File: src/design/wbh_pkg.sv
package wbh_pkg;

    // Field widths of the request and response beats
    localparam int HEAD_W = 16;
    localparam int LAT_W  = 31;
    localparam int LON_W  = 32;
    localparam int ABS_W  = 9;
    localparam int REL_W  = 17;

    // Angle accumulator: binary angle units, 2^32 per full turn
    localparam int ZW = 32;
    localparam logic [ZW-1:0] Z_QUARTER = 32'h4000_0000;
    localparam logic [ZW-1:0] Z_HALF    = 32'h8000_0000;

    // Heading remap constants
    localparam logic [ABS_W-1:0] HEAD_BASE   = 9'd270;
    localparam logic [ABS_W-1:0] FULL_CIRCLE = 9'd360;
    localparam int               HEAD_FRAC   = 7;

    // atan(2^-i) in binary angle units
    localparam logic [29:0] ATAN_TAB [32] = '{
        30'd536870912, 30'd316933406, 30'd167458907, 30'd85004756,
        30'd42667331,  30'd21354465,  30'd10680862,  30'd5340245,
        30'd2670163,   30'd1335087,   30'd667544,    30'd333772,
        30'd166886,    30'd83443,     30'd41722,     30'd20861,
        30'd10430,     30'd5215,      30'd2608,      30'd1304,
        30'd652,       30'd326,       30'd163,       30'd81,
        30'd41,        30'd20,        30'd10,        30'd5,
        30'd3,         30'd1,         30'd1,         30'd0
    };

    // Side information that rides along with each item
    typedef struct packed {
        logic [HEAD_W-1:0] cur;
        logic              xneg;
        logic              yneg;
        logic              zero;
    } side_t;

endpackage

File: src/design/wbh_cordic_stage.sv
module wbh_cordic_stage
    import wbh_pkg::*;
#(
    parameter int CB    = 32,
    parameter int SHIFT = 0
)
(
    input  logic                 clk,
    input  logic                 en,
    input  logic signed [CB-1:0] x_in,
    input  logic signed [CB-1:0] y_in,
    input  logic signed [ZW-1:0] z_in,
    output logic signed [CB-1:0] x_out,
    output logic signed [CB-1:0] y_out,
    output logic signed [ZW-1:0] z_out
);

    localparam logic signed [ZW-1:0] ANG = ZW'(ATAN_TAB[SHIFT]);

    logic signed [CB-1:0] x_reg, x_next;
    logic signed [CB-1:0] y_reg, y_next;
    logic signed [ZW-1:0] z_reg, z_next;
    logic signed [CB-1:0] xs, ys;

    // Rotate toward the x axis by one micro-angle
    always_comb
    begin
        xs = x_in >>> SHIFT;
        ys = y_in >>> SHIFT;
        if (!y_in[CB-1])
        begin
            x_next = x_in + ys;
            y_next = y_in - xs;
            z_next = z_in + ANG;
        end
        else
        begin
            x_next = x_in - ys;
            y_next = y_in + xs;
            z_next = z_in - ANG;
        end
    end

    // Load on advance, hold on stall
    always_ff @(posedge clk)
    begin
        if (en)
        begin
            x_reg <= x_next;
            y_reg <= y_next;
            z_reg <= z_next;
        end
    end

    assign x_out = x_reg;
    assign y_out = y_reg;
    assign z_out = z_reg;

endmodule

File: config.mk
export PLATFORM = sky130hd
export DESIGN_NAME = wbh_cordic_stage
export DESIGN_NICKNAME = d
export VERILOG_FILES = /design/src/design/wbh_pkg.sv /design/src/design/wbh_cordic_stage.sv
export SDC_FILE = /design/constraint.sdc
export NUM_CORES = 1
export LEC_CHECK = 0
export ABC_AREA = 1
export BUFFER_PORTS_ARGS = -buffer_cell sky130_fd_sc_hd__buf_2
export CAP_MARGIN = 5
export CORE_ASPECT_RATIO = 0.75
export CORE_MARGIN = 3
export CORE_UTILIZATION = 45
export CTS_CLUSTER_SIZE = 10
export DETAILED_ROUTE_END_ITERATION = 8
export PLACE_DENSITY = 0.77
export SLEW_MARGIN = 30
export SYNTH_ARGS = -nofsm -noshare
export SYNTH_HDL_FRONTEND = slang
export SYNTH_SLANG_ARGS = --single-unit
File: constraint.sdc
create_clock -name clk -period 2.3 [get_ports clk]
set_clock_uncertainty 0.2 [all_clocks]
set_input_delay 0.115 -clock clk [delete_from_list [all_inputs] [get_ports clk]]
set_output_delay 0.115 -clock clk [all_outputs]
set_load 0.01 [all_outputs]
# Yosys cells after proc, flatten, opt, wreduce, memory -nomap -nowiden
# Cells that the tools add are included.
dict set report word_totals {
  regBits 96
  out_inout_bits 96
  word_cells 11
}
dict set report classes {
  muxes 3
  add_sub_neg 5
}
# op n
set ops {}
lappend ops {{two-way mux 32 bit} 3}
lappend ops {{subtractor 32 bit} 2}
lappend ops {{adder 32 x 31 -> 32 bit (second input constant)} 1}
lappend ops {{adder 32 bit} 1}
lappend ops {{subtractor 32 x 31 -> 32 bit (second input constant)} 1}

# Logic depth before layout (Yosys ltp)
dict set report logic_depth {
  ltp_word 2
  mapped_depth 17
}

# Worst setup path after synthesis
# No wires, ideal clock.
dict set report synth_timing {
  path_kind {input to register}
  startpoint {in y_in[0]}
  endpoint {reg y_reg[16], in the netlist y_out[16], data pin}
  setup_time_ns 0.253
  n_path_buf 0
  cell_stages 11
  slack_ns 0.374
  arrival_ns 1.474
  cell_sequence {inv_1 -> ha_1 -> fa_1 -> o21bai_1 -> nand2_1 -> nand2_1 -> inv_1 -> nor2_1 -> o21ai_0 -> nand3_1 -> nand2_1}
}
dict set report synth_via {
  elab_chain_cells 2
}
# element line
set synth_lines {}
lappend synth_lines {{start: declaration} wbh_cordic_stage.sv:11} ;# input logic signed [CB-1:0] y_in,
lappend synth_lines {{subtractor 32 bit or adder 32 bit (tied branches)} {wbh_cordic_stage.sv:33, wbh_cordic_stage.sv:39}}
lappend synth_lines {{two-way mux 32 bit (*)} wbh_cordic_stage.sv:30} ;# if (!y_in[CB-1])
lappend synth_lines {{named net y_next[16]} wbh_cordic_stage.sv:21} ;# logic signed [CB-1:0] y_reg, y_next;
lappend synth_lines {{end signal: assignment} wbh_cordic_stage.sv:50} ;# y_reg <= y_next;
lappend synth_lines {{end: declaration} wbh_cordic_stage.sv:21}
# The timed path passes the listed nets; every way through them passes the cells marked *.
# A chain may end at the register's enable or synchronous reset.

# Worst setup path in the final report
dict set report layout_timing {
  startpoint {in x_in[7]}
  endpoint {reg x_reg[29], in the netlist x_out[29], data pin}
}
dict set report layout_via {
  elab_chain_cells 2
}
# element line
set layout_lines {}
lappend layout_lines {{start: declaration} wbh_cordic_stage.sv:10} ;# input logic signed [CB-1:0] x_in,
lappend layout_lines {{adder 32 bit or subtractor 32 bit (tied branches)} {wbh_cordic_stage.sv:32, wbh_cordic_stage.sv:38}}
lappend layout_lines {{two-way mux 32 bit (*)} wbh_cordic_stage.sv:30}
lappend layout_lines {{named net x_next[29]} wbh_cordic_stage.sv:20} ;# logic signed [CB-1:0] x_reg, x_next;
lappend layout_lines {{end signal: assignment} wbh_cordic_stage.sv:49} ;# x_reg <= x_next;
lappend layout_lines {{end: declaration} wbh_cordic_stage.sv:20}
# Marks and branches as above.

==> reports/summary.md <==
Status
• finished clean — status

CTS
• 2 — CTS max path bufs
• 0 — number of gates given a new drive strength after cts
• clkbuf_16 — buffer type at the clock tree root
• 95 — total clock sinks
• 9 — TritonCTS buffer count
• built — TritonCTS clock tree
• 0.08 ns — Reg clk slew, reported paths
• 33 — quantity of hold-fixing buffers added after cts
• 0 — post-CTS setup repair buffer count
• 3 — H-tree depth

Timing
• 0.219 ns — Worst Setup Slack, final
• 0 — final hold violation count
• 0.0736 ns — worst-case hold slack
• 481 MHz — Max Fclk
• 90.5% — post-route clock period utilization
• 0.532 ns — Slew @ Worst Pin
• 64.5% — tightest slew margin relative to the limit
• 2.08 ns — Tmin final
• 0 — Max Transition Viols Final
• 0 ns — setup TNS
• 0 — number of setup violations in the final report
• no — RSZ-0062 raised after global routing

Routing
• 3.54 mm — routed length on met3
• 17.7 mm — total routed wire length on the met1 layer
• 0 — post-route antenna net violation count
• 11300 — DR vias
• 0 — final routed DRC violation total
• 16.3 um — mean routed wirelength per cell
• 1311 — number of DRC violations after detailed-routing iteration 0
• 14.9 mm — met2 WL post-DR
• met4 — top layer reached by signal wires
• 36.5 mm — Post-Route WL
• 5.07 — number of vias per cell after detailed routing
• 6 — Pre-antenna DRT Iters

Global routing
• 56.7 mm — wire length of the first global-routing pass
• 0 — overall overflow remaining after global route
• 0 — number of antenna violations at the first check in global routing
• 10600 — vias in the first global route
• 96 — largest net degree at the start of global routing
• 29.4% — global routing usage summed across all routing layers

Critical path
• flop — category of the worst setup path capture point
• 5 — Critical Path Fanout Max
• in -> reg — critical path start-end classification
• primary input — Worst setup SP type
• 2.21 ns — CP Data Required Time
• 1.99 ns — data arrival time of the critical path

Synthesis
• nand2_1 — most used standard cell by instance count after synthesis
• 35 — number of distinct library cells after synthesis
• nand2_1, inv_1, nand3_1 — commonest cells in the netlist
• 1782 — number of nets in the synthesized netlist
• 6.41 sq um — Post-Syn Area per Cell
• 0 — count of warnings emitted by yosys
• 95 — post-synthesis register bit count
• 0% — ys async rst share
• 95 — EDFF count, synth
• edfxtp_1 — cell type with the highest aggregate area in the netlist
• 10200 sq um — Post-Syn Area
• 28.1% — fraction of post-synthesis cell area in the top cell type by area
• 1586 — post-synthesis cell count
• edfxtp_1 — prevailing post-synth register cell
• edfxtp_1, nand2_1, ha_1, inv_1, nand3_1 — largest cells by area after synthesis
• 28.1% — register area share after synthesis

Worst hold path
• 4 — worst hold path cell count
• z_in[30] — start point of the worst hold path
• in -> reg — worst min path class
• z_out[30] — Min-Delay Endpoint

Cells and area
• 60.4% — Finished Core Util
• 2233 — final non-filler cell total
• 19.5% — fraction of layout instances using a drive strength above 1
• 2136 — fin nets
• 28.6% — area overhead of the layout relative to synthesis
• 0 — number of antenna cells inserted

Placed design
• -0.114 ns — worst-case setup slack after placement
• 2184 — count of placed standard cells including taps
• 193 — number of buffers inserted by port buffering
• 0.986 — gp weighted congestion
• 30.1 mm — DPL Wire Length

Floorplan
• 24400 sq um — die area
• 194 — Top-Level Pins
• 180 um — overall die width
• 21600 sq um — core footprint
• 47.0% — initial cell density of the core
• 136 um — height of the die
• 46 — cell row count

Power
• 7.31 nW — Static Leakage
• 508 nW/um^2 — power per standard cell area
• 0.341 mV — maximum VDD drop

Flow run
• 0 — max cap viols

==> critical path, stage by stage <==
cell and delay (ns):
buf_2 0.11, inv_1 0.05, ha_1 0.36, buf_4 0.19
nand2_1 0.13, inv_1 0.08, buf_4 0.14, nand2_1 0.05
nand2_1 0.07, a21oi_1 0.20, nand2_1 0.14, nand2_1 0.11
nand3_1 0.08, nand3_1 0.09, nand2_1 0.07
==> final cells by class <==
cell class,instances,area [sq um]
Clock buffer,9,225
Inverter,299,1120
Tap cell,288,360
Clock inverter,7,66.3
Timing Repair Buffer,385,2530
Sequential cell,95,2850
Fill cell,2109,8570
Multi-Input combinational cell,1150,5920
==> metal layers <==
metal | track usage [%] | vias to the layer above
met5 | 0 | -
met4 | 4.12 | 0
met3 | 5.32 | 27
met2 | 44.5 | 510
met1 | 44.7 | 5116
li1 | - | 5660
==> through the flow <==
| stage | cell area (sq um) | total power, mW |
|---|---|---|
| floorplan | 10200 | 3.80 |
| global placement | 12500 | 4.96 |
| detailed placement | 12500 | 5.01 |
| CTS | 13100 | 6.60 |
| global route | 13100 | 7.03 |
| finish | 13100 | 6.63 |
==> flip-flops by register name (all words and copies together) (netlist names) <==
register and flops:
z_out 32, y_out 32, x_out 31
==> cells by family (layout without fill, tap and decap cells) <==
| logic type | after synthesis | in the layout | share of synthesized area, % |
|---|---|---|---|
| XOR/XNOR | 26 | 26 | 2.24 |
| AO/OA/AOI/OAI | 168 | 168 | 9.00 |
| adder cells (fa/ha/maj) | 98 | 98 | 12.4 |
| buffers and inverters | 341 | 700 | 13.7 |
| AND/OR/NAND/NOR | 858 | 858 | 34.6 |
| flip-flops | 95 | 95 | 28.1 |
==> power breakdown <==
| group | leakage, nW | internal [mW] | total (mW) | switching, mW |
|---|---|---|---|---|
| sequential | 0.928 | 2.18 | 2.25 | 0.0697 |
| combinational | 6.24 | 1.10 | 2.83 | 1.74 |
| clock | 0.141 | 0.761 | 1.56 | 0.794 |
| total | 7.31 | 4.04 | 6.63 | 2.60 |
==> how the worst max path moves through the flow <==
stage                   from         to  slack, ns
floorplan            y_in[0]  y_out[16]       0.37
global placement    x_in[21]  x_out[28]      -0.12
detailed placement   x_in[7]  x_out[29]      -0.11
CTS                  x_in[7]  x_out[29]       0.27
global route        x_in[11]  x_out[27]       0.01
finish               x_in[7]  x_out[29]       0.22
==> placed cells by master (no fill, tap or decap), types with 4 or more instances in the layout <==
| cell | instances |
|---|---|
| inv_1 | 297 |
| fa_1 | 4 |
| o21bai_1 | 20 |
| nand3_1 | 141 |
| ha_1 | 94 |
| buf_2 | 192 |
| o21ai_0 | 52 |
| buf_4 | 157 |
| xor2_1 | 24 |
| nand2_1 | 554 |
| a21oi_1 | 81 |
| nor3_1 | 8 |
| clkbuf_16 | 9 |
| nand4_1 | 18 |
| o22ai_1 | 7 |
| and2_1 | 6 |
| nor2_1 | 119 |
| dlygate4sd3_1 | 33 |
| edfxtp_1 | 95 |
Power figures use the tool's default switching activity.
